File: src/design/ucs_pkg.sv
// ============================================================================
// ucs_pkg
// Shared types and character constants for the URI component splitter.
// ============================================================================
package ucs_pkg;

    // Width of every offset field on the result channel
    localparam int OFF_W = 13;

    // Characters with a meaning in the generic URI syntax
    localparam logic [7:0] CH_SLASH = 8'h2F;  // '/'
    localparam logic [7:0] CH_COLON = 8'h3A;  // ':'
    localparam logic [7:0] CH_QMARK = 8'h3F;  // '?'
    localparam logic [7:0] CH_HASH  = 8'h23;  // '#'
    localparam logic [7:0] CH_PLUS  = 8'h2B;  // '+'
    localparam logic [7:0] CH_MINUS = 8'h2D;  // '-'
    localparam logic [7:0] CH_DOT   = 8'h2E;  // '.'

    // One byte of URI text
    typedef struct packed {
        logic [7:0] ch;
        logic       last;
    } t_in;

    // Component offsets of one URI
    typedef struct packed {
        logic             scheme_found;
        logic             scheme_relative;
        logic [OFF_W-1:0] scheme_end;
        logic [OFF_W-1:0] path_start;
        logic [OFF_W-1:0] query_start;
        logic [OFF_W-1:0] fragment_start;
        logic             authority_found;
        logic             too_long;
    } t_out;

    // Class of one byte
    typedef struct packed {
        logic letter;
        logic scheme_ch;
        logic slash;
        logic colon;
        logic qmark;
        logic hash;
    } t_char_class;

endpackage

File: src/design/uri_component_splitter_unit.sv
// ============================================================================
// uri_component_splitter_unit
// Splits a byte-serial URI into scheme, authority, path, query and fragment
// offsets, giving one result transaction after the byte flagged last.
// ============================================================================
// The final byte passes the input register, then the result register.
// Throughput: one byte per cycle unless a final byte waits on a held result;
// per-byte updates sit between those registers, so bytes enter back to back.
// The result register lets a new URI stream in while a result waits.
// Reset: synchronous, active low; clears the parse state and both valids.
module uri_component_splitter_unit #(
    parameter int MAX_LEN = 4096
) (
    input  logic          i_clk,
    input  logic          i_rst_n,
    input  logic          i_in_valid,
    output logic          o_in_ready,
    input  ucs_pkg::t_in  i_in_data,
    output logic          o_out_valid,
    input  logic          i_out_ready,
    output ucs_pkg::t_out o_out_data
);

    localparam int POS_W = $clog2(MAX_LEN + 1);
    localparam int OFF_W = ucs_pkg::OFF_W;
    localparam logic [POS_W-1:0] MAX_POS = POS_W'(MAX_LEN);

    // Scheme phase codes
    localparam logic [2:0] PH_START    = 3'd0;
    localparam logic [2:0] PH_SLASH1   = 3'd1;
    localparam logic [2:0] PH_NAME     = 3'd2;
    localparam logic [2:0] PH_VALID    = 3'd3;
    localparam logic [2:0] PH_RELATIVE = 3'd4;
    localparam logic [2:0] PH_NONE     = 3'd5;

    // Slash phase codes
    localparam logic [1:0] SL_IDLE  = 2'd0;
    localparam logic [1:0] SL_WANT1 = 2'd1;
    localparam logic [1:0] SL_WANT2 = 2'd2;
    localparam logic [1:0] SL_AUTH  = 2'd3;

    // Input stage
    logic         r_in_vld;
    ucs_pkg::t_in r_in;
    logic         w_adv;
    logic         w_fire;

    // Parse state
    logic [POS_W-1:0] r_pos, n_pos;
    logic [2:0]       r_sph, n_sph;
    logic [POS_W-1:0] r_se, n_se;
    logic [1:0]       r_slp, n_slp;
    logic [POS_W-1:0] r_ps, n_ps;
    logic             r_pf, n_pf;
    logic [POS_W-1:0] r_qp, n_qp;
    logic             r_qf, n_qf;
    logic [POS_W-1:0] r_hp, n_hp;
    logic             r_hf, n_hf;
    logic             r_ovf, n_ovf;

    // Result stage
    logic          r_out_vld;
    ucs_pkg::t_out r_out, n_out;

    ucs_pkg::t_char_class w_cls;

    // Classify the registered byte
    ucs_char_class u_class (
        .i_ch    (r_in.ch),
        .o_class (w_cls)
    );

    // Advance the input stage unless a result would overwrite a waiting one
    assign w_adv      = !r_in.last || !r_out_vld || i_out_ready;
    assign w_fire     = r_in_vld && w_adv;
    assign o_in_ready = !r_in_vld || w_adv;

    // Update the parse state with one byte
    always_comb begin
        logic [POS_W-1:0] v_p;
        logic [POS_W:0]   v_p1;
        logic             v_scheme_ok;
        logic             v_relative;
        logic             v_entered;
        logic [POS_W-1:0] v_se;
        logic [POS_W-1:0] v_path;
        logic [POS_W-1:0] v_query;
        logic [POS_W-1:0] v_frag;
        logic             v_has_auth;

        v_p   = r_pos;
        v_p1  = {1'b0, r_pos} + 1'b1;
        n_pos = r_pos;
        n_sph = r_sph;
        n_se  = r_se;
        n_slp = r_slp;
        n_ps  = r_ps;
        n_pf  = r_pf;
        n_qp  = r_qp;
        n_qf  = r_qf;
        n_hp  = r_hp;
        n_hf  = r_hf;
        n_ovf = r_ovf;

        if (r_pos >= MAX_POS) begin
            // Drop bytes past the length limit
            n_ovf = 1'b1;
        end else begin
            // Record first query and fragment marks
            if (!r_qf && (w_cls.qmark || w_cls.hash)) begin
                n_qp = v_p;
                n_qf = 1'b1;
            end
            if (!r_hf && w_cls.hash) begin
                n_hp = v_p;
                n_hf = 1'b1;
            end

            // Track the authority opener and its end
            unique case (r_slp)
                SL_WANT1: n_slp = w_cls.slash ? SL_WANT2 : SL_IDLE;
                SL_WANT2: n_slp = w_cls.slash ? SL_AUTH : SL_IDLE;
                SL_AUTH: begin
                    if (w_cls.slash || w_cls.qmark || w_cls.hash) begin
                        n_ps  = v_p;
                        n_pf  = 1'b1;
                        n_slp = SL_IDLE;
                    end
                end
                default: n_slp = r_slp;
            endcase

            // Track the scheme
            unique case (r_sph)
                PH_START: begin
                    if (w_cls.slash) begin
                        n_sph = PH_SLASH1;
                    end else if (w_cls.letter) begin
                        n_sph = PH_NAME;
                    end else begin
                        n_sph = PH_NONE;
                    end
                end
                PH_SLASH1: begin
                    if (w_cls.slash) begin
                        n_sph = PH_RELATIVE;
                        n_se  = '0;
                        n_slp = SL_AUTH;
                    end else begin
                        n_sph = PH_NONE;
                    end
                end
                PH_NAME: begin
                    if (w_cls.colon) begin
                        n_sph = PH_VALID;
                        n_se  = v_p1[POS_W-1:0];
                        n_slp = SL_WANT1;
                    end else if (!w_cls.scheme_ch) begin
                        n_sph = PH_NONE;
                    end
                end
                default: n_sph = r_sph;
            endcase

            n_pos = v_p1[POS_W-1:0];
        end

        // Form the result from the updated state
        v_relative  = (n_sph == PH_RELATIVE);
        v_scheme_ok = v_relative || (n_sph == PH_VALID);
        v_se        = v_scheme_ok ? n_se : '0;
        v_entered   = n_pf || (n_slp == SL_AUTH);
        if (!v_scheme_ok) begin
            v_path = '0;
        end else if (v_entered) begin
            v_path = n_pf ? n_ps : n_pos;
        end else begin
            v_path = v_se;
        end
        v_query    = n_qf ? n_qp : n_pos;
        v_frag     = n_hf ? n_hp : n_pos;
        v_has_auth = v_scheme_ok && v_entered &&
                     ({1'b0, v_path} > ({1'b0, v_se} + (POS_W+1)'(2)));

        n_out.scheme_found    = v_scheme_ok;
        n_out.scheme_relative = v_relative;
        n_out.scheme_end      = OFF_W'(v_se);
        n_out.path_start      = OFF_W'(v_path);
        n_out.query_start     = OFF_W'(v_query);
        n_out.fragment_start  = OFF_W'(v_frag);
        n_out.authority_found = v_has_auth;
        n_out.too_long        = n_ovf;

        // Clear the state after the final byte
        if (r_in.last) begin
            n_pos = '0;
            n_sph = PH_START;
            n_se  = '0;
            n_slp = SL_IDLE;
            n_ps  = '0;
            n_pf  = 1'b0;
            n_qp  = '0;
            n_qf  = 1'b0;
            n_hp  = '0;
            n_hf  = 1'b0;
            n_ovf = 1'b0;
        end
    end

    // Input register
    always_ff @(posedge i_clk) begin
        if (!i_rst_n) begin
            r_in_vld <= 1'b0;
        end else if (o_in_ready) begin
            r_in_vld <= i_in_valid;
        end
        if (o_in_ready && i_in_valid) begin
            r_in <= i_in_data;
        end
    end

    // Parse state register
    always_ff @(posedge i_clk) begin
        if (!i_rst_n) begin
            r_pos <= '0;
            r_sph <= PH_START;
            r_se  <= '0;
            r_slp <= SL_IDLE;
            r_ps  <= '0;
            r_pf  <= 1'b0;
            r_qp  <= '0;
            r_qf  <= 1'b0;
            r_hp  <= '0;
            r_hf  <= 1'b0;
            r_ovf <= 1'b0;
        end else if (w_fire) begin
            r_pos <= n_pos;
            r_sph <= n_sph;
            r_se  <= n_se;
            r_slp <= n_slp;
            r_ps  <= n_ps;
            r_pf  <= n_pf;
            r_qp  <= n_qp;
            r_qf  <= n_qf;
            r_hp  <= n_hp;
            r_hf  <= n_hf;
            r_ovf <= n_ovf;
        end
    end

    // Result register
    always_ff @(posedge i_clk) begin
        if (!i_rst_n) begin
            r_out_vld <= 1'b0;
        end else if (w_fire && r_in.last) begin
            r_out_vld <= 1'b1;
        end else if (i_out_ready) begin
            r_out_vld <= 1'b0;
        end
        if (w_fire && r_in.last) begin
            r_out <= n_out;
        end
    end

    assign o_out_valid = r_out_vld;
    assign o_out_data  = r_out;

    // An authority only exists behind a scheme
    a_auth_needs_scheme: assert property (@(posedge i_clk) disable iff (!i_rst_n)
        o_out_valid |-> (!o_out_data.authority_found || o_out_data.scheme_found))
        else $error("authority reported without scheme");

    // A scheme-relative URI has a scheme end of zero
    a_relative_se: assert property (@(posedge i_clk) disable iff (!i_rst_n)
        (o_out_valid && o_out_data.scheme_relative) |->
            (o_out_data.scheme_found && (o_out_data.scheme_end == '0)))
        else $error("scheme-relative result with nonzero scheme end");

    // The parse state restarts after the final byte
    a_clear_after_last: assert property (@(posedge i_clk) disable iff (!i_rst_n)
        (w_fire && r_in.last) |=> ((r_pos == '0) && (r_sph == PH_START) && !r_ovf))
        else $error("parse state not cleared after final byte");

    // A waiting result is never overwritten
    a_no_overwrite: assert property (@(posedge i_clk) disable iff (!i_rst_n)
        (r_out_vld && !i_out_ready) |-> !(w_fire && r_in.last))
        else $error("result overwritten while stalled");

endmodule

File: src/design/ucs_char_class.sv
// ============================================================================
// ucs_char_class
// Classifies one byte into the character groups the splitter looks at.
// ============================================================================
module ucs_char_class (
    input  logic [7:0]           i_ch,
    output ucs_pkg::t_char_class o_class
);

    logic w_upper;
    logic w_lower;
    logic w_digit;

    // Decode letter and digit ranges
    assign w_upper = (i_ch >= 8'h41) && (i_ch <= 8'h5A);
    assign w_lower = (i_ch >= 8'h61) && (i_ch <= 8'h7A);
    assign w_digit = (i_ch >= 8'h30) && (i_ch <= 8'h39);

    // Build the class vector
    always_comb begin
        o_class.letter    = w_upper || w_lower;
        o_class.scheme_ch = w_upper || w_lower || w_digit ||
                            (i_ch == ucs_pkg::CH_PLUS) ||
                            (i_ch == ucs_pkg::CH_MINUS) ||
                            (i_ch == ucs_pkg::CH_DOT);
        o_class.slash     = (i_ch == ucs_pkg::CH_SLASH);
        o_class.colon     = (i_ch == ucs_pkg::CH_COLON);
        o_class.qmark     = (i_ch == ucs_pkg::CH_QMARK);
        o_class.hash      = (i_ch == ucs_pkg::CH_HASH);
    end

endmodule
File: config.mk
export PLATFORM = sky130hd
export DESIGN_NAME = uri_component_splitter_unit
export DESIGN_NICKNAME = d
export VERILOG_FILES = /design/src/design/ucs_pkg.sv /design/src/design/uri_component_splitter_unit.sv /design/src/design/ucs_char_class.sv
export SDC_FILE = /design/constraint.sdc
export NUM_CORES = 1
export LEC_CHECK = 0
export BUFFER_PORTS_ARGS = -buffer_cell sky130_fd_sc_hd__buf_2
export CORE_MARGIN = 5
export CORE_UTILIZATION = 55
export CTS_CLUSTER_SIZE = 16
export DETAILED_ROUTE_END_ITERATION = 10
export PLACE_DENSITY = 0.84
export REMOVE_ABC_BUFFERS = 1
export SLEW_MARGIN = 20
export SYNTH_ARGS = -nofsm -noshare
export SYNTH_HDL_FRONTEND = slang
export SYNTH_SLANG_ARGS = --single-unit
File: constraint.sdc
create_clock -name i_clk -period 10 [get_ports i_clk]
set_input_delay 0.5 -clock i_clk [delete_from_list [all_inputs] [get_ports i_clk]]
set_output_delay 0.5 -clock i_clk [all_outputs]
set_load 0.1 [all_outputs]
==> results by group <==
Status
  – Status: finished, final reports clean

Die
  – Die area: 0.0163 mm^2
  – Die H: 128 um
  – Top Ports: 71
  – Initial Util: 55.4%
  – Die width: roughly 130 um
  – Core area: 0.0137 mm^2
  – Num rows: 43

Detailed routing
  – Routed Antenna Nets: 0
  – Drt first pass iters: 5
  – Post-Route WL: 19300 um
  – Vias/cell: 6.19
  – Starting DRT DRC Count: 820
  – Total number of vias: roughly 6600
  – Avg WL per Cell: 18.0 um
  – DRC: 0

Logic synthesis
  – Gate Count Post-Synth: 838
  – Main flop type after synthesis: dfxtp_1
  – Ranking of synthesized cells by area: edfxtp_1 (26%), dfxtp_1 (20%), a22oi_1 (4.5%)
  – Seq/Total Area, Yosys: 45.7%
  – Area leader, netlist: edfxtp_1
  – Mapped Area: 0.00760 mm^2
  – Number of synthesized flops with an enable pin: 65
  – Leading cell type by number of instances after synthesis: dfxtp_1
  – Yosys warns: 0
  – Syn Area/Cell: 9.07 um^2
  – FF+latch count, synth: 141
  – Post-synth top cells: dfxtp_1 (76), nand2_1 (74), nor2_1 (74), o21ai_0 (66), edfxtp_1 (65)
  – FFs w/ async S/R, synth: 0%
  – Synth top area share: roughly a quarter
  – Yosys cell types: 65

CTS
  – CTS root buffer: clkbuf_16
  – CTS Sinks: around 140
  – Later-pin clock latency in the skew report: between 400 and 500 ps
  – H-tree Lvls: 4
  – Clk buf depth: 2
  – CTS tree: done
  – Post-CTS Setup Repair Bufs: 0
  – Total CTS buffers: 17
  – Clock-pin slew on the worst setup and hold paths: approximately 60 ps
  – Hold_buf cts: 0
  – Post_cts resized: 0

Worst setup path
  – Max incr delay on CP: 520 ps
  – Startpoint type of the worst setup path: flop
  – CP Class: reg -> reg
  – Critical Path End Type: flop
  – Flop-to-flop setup slack: 4300 ps
  – WP data arrival: 5860 ps
  – Most used cell, CP: a21o_1
  – Crit path cell chain: or3_1 > o311a_1 > a21boi_2 > a2111oi_4 > a2111oi_4 > a211oi_4 > buf_4 > a21oi_1 > ha_1 > inv_1 > nor4_1 > nor2b_1 > xnor2_1 > nand2_1 > ha_1 > a21o_1 > a21o_1 > a21o_1 > a221o_1 > a21o_1 > a21oi_1 > a221o_1 > nor3_1
  – Worst Path Max Fanout: 26
  – Slowest cell on crit path: edfxtp_1
  – Critical Path RT: about 10000 ps

Timing
  – Max transition margin: 24.6%
  – Endpoints failing setup: 0
  – Hold Vio Cnt, Final: 0
  – RSZ-0062 raised after global routing: false
  – Clk_skew: 11.6 ps
  – Fmax: 176 MHz
  – Final Slew Violations: 0
  – Post-route setup TNS: 0 ps
  – Tightest Pin Transition: roughly 1100 ps
  – Period utilisation layout: 57.0%
  – Tmin final: between 5000 and 6000 ps
  – Final hold slack: 242 ps

Place
  – Post-DP HPWL: 12700 um
  – Port Buffers: 70
  – Final GP Congestion: 0.912

Cells and area
  – Area grow syn2layout: 13.3%
  – Final Core Density: 62.7%
  – # diodes: 0
  – Fillers: 1118
  – Nets: 907
  – Layout cells sized above 1: 14.9%

Job
  – Max-cap violations: 0

GRT
  – Overall Global Routing Usage: between 20% and 30%
  – Overflow left after global routing: 0
  – Initial antenna violation count: 0
  – Vias in the first global route: 6216
  – First-pass GRT wire length: 30900 um
  – Largest net degree at the start of global routing: 71

Power
  – Peak supply drop: 0.0947 mV
  – Leakage: 3.08 nW
  – Pwr/cell area: 158 mW/mm^2

Worst hold path
  – Hold Path Class: in -> reg
## cell families (layout without fill, tap and decap cells)
family          Yosys count  after routing  share of synthesized area (%)
mux                       8              8                           1.09
simple gates            302            302                           19.8
fa+ha+maj                17             17                           2.80
buf+inv                  88            140                           4.56
flops                   141            141                           45.7
compound gates          236            236                           20.7
xor+xnor                 46             46                           5.30
## critical path: cells and delay by family (launching register included)
| kind | cells | cell delay (ps) |
|---|---|---|
| buffers and inverters | 2 | 300 |
| adder cells (fa/ha/maj) | 2 | 540 |
| AO/OA/AOI/OAI | 13 | 2700 |
| flip-flops | 1 | 520 |
| AND/OR/NAND/NOR | 5 | 1200 |
| XOR/XNOR | 1 | 150 |
## stage by stage
step | instances | worst slack (ps) | area [um^2] | total power [mW]
after floorplan | 775 | 4860 | 7350 | 0.733
after global placement | 1037 | 4640 | 8010 | 0.767
after CTS | 1069 | 4420 | 8580 | 1.37
after detailed placement | 1037 | 4420 | 8010 | 0.771
final | 1070 | 4300 | 8610 | 1.36
after global routing | 1070 | 3940 | 8610 | 1.41
## state kept, by name, summed over array words and instances (netlist names)
name	flops
r_ovf	1
r_hp	13
r_ps	13
r_pf	1
r_qf	1
r_hf	1
r_qp	13
r_in_vld	1
r_sph	3
o_out_data	56
r_pos	13
r_slp	2
r_se	13
r_in	9
o_out_valid	1
## cells in the final DEF (no fill, tap or decap), drive strengths merged, types with 6 or more instances in the layout
cell type / n
a211oi: 11
a21boi: 6
a21o: 6
a21oi: 50
a22oi: 46
a31oi: 9
and2: 17
buf: 83
clkbuf: 18
clkinv: 13
dfxtp: 76
edfxtp: 65
ha: 17
inv: 24
mux2i: 6
nand2: 74
nand3: 14
nand4: 9
nor2: 74
nor2b: 54
nor3: 20
nor4: 7
o211ai: 6
o21ai: 68
o22ai: 6
or3: 18
xnor2: 29
xor2: 17
## path summary, 6_finish.rpt
| kind | startpoint | endpoint | depth (start not counted) |
|---|---|---|---|
| min | i_in_data[8] | r_in[8]$_DFFE_PP_ | 1 |
| min reg2reg | r_ps[12]$_SDFFE_PN0P_ | r_ps[12]$_SDFFE_PN0P_ | 2 |
| max | r_in[3]$_DFFE_PP_ | o_out_data[1]$_DFFE_PP_ | 23 |
| max reg2reg | r_in[3]$_DFFE_PP_ | o_out_data[1]$_DFFE_PP_ | 23 |
## cell type report
type	count	area (um^2)	area share (%)
well taps	180	225	2.62
clock inverters	14	120	1.40
inverters	25	93.8	1.09
multi-input cells	609	3780	44.0
clock buffers	18	450	5.23
repair buffers	83	460	5.35
flip-flops and latches	141	3470	40.3
## metal layers
layer / vias up / wire [um] / track usage (%)
li1: 3087 / - / -
met1: 3118 / 7700 / 29.7
met2: 348 / 9140 / 38.5
met3: 72 / 1630 / 4.31
met4: 0 / 842 / 14.2
met5: - / 0 / 0
## where the power goes
group	total (mW)	internal, mW	switching, mW
sequential	0.619	0.612	0.00722
clock	0.602	0.355	0.247
combinational	0.143	0.0419	0.101
Note: power is estimated with default switching activity, not from simulation.
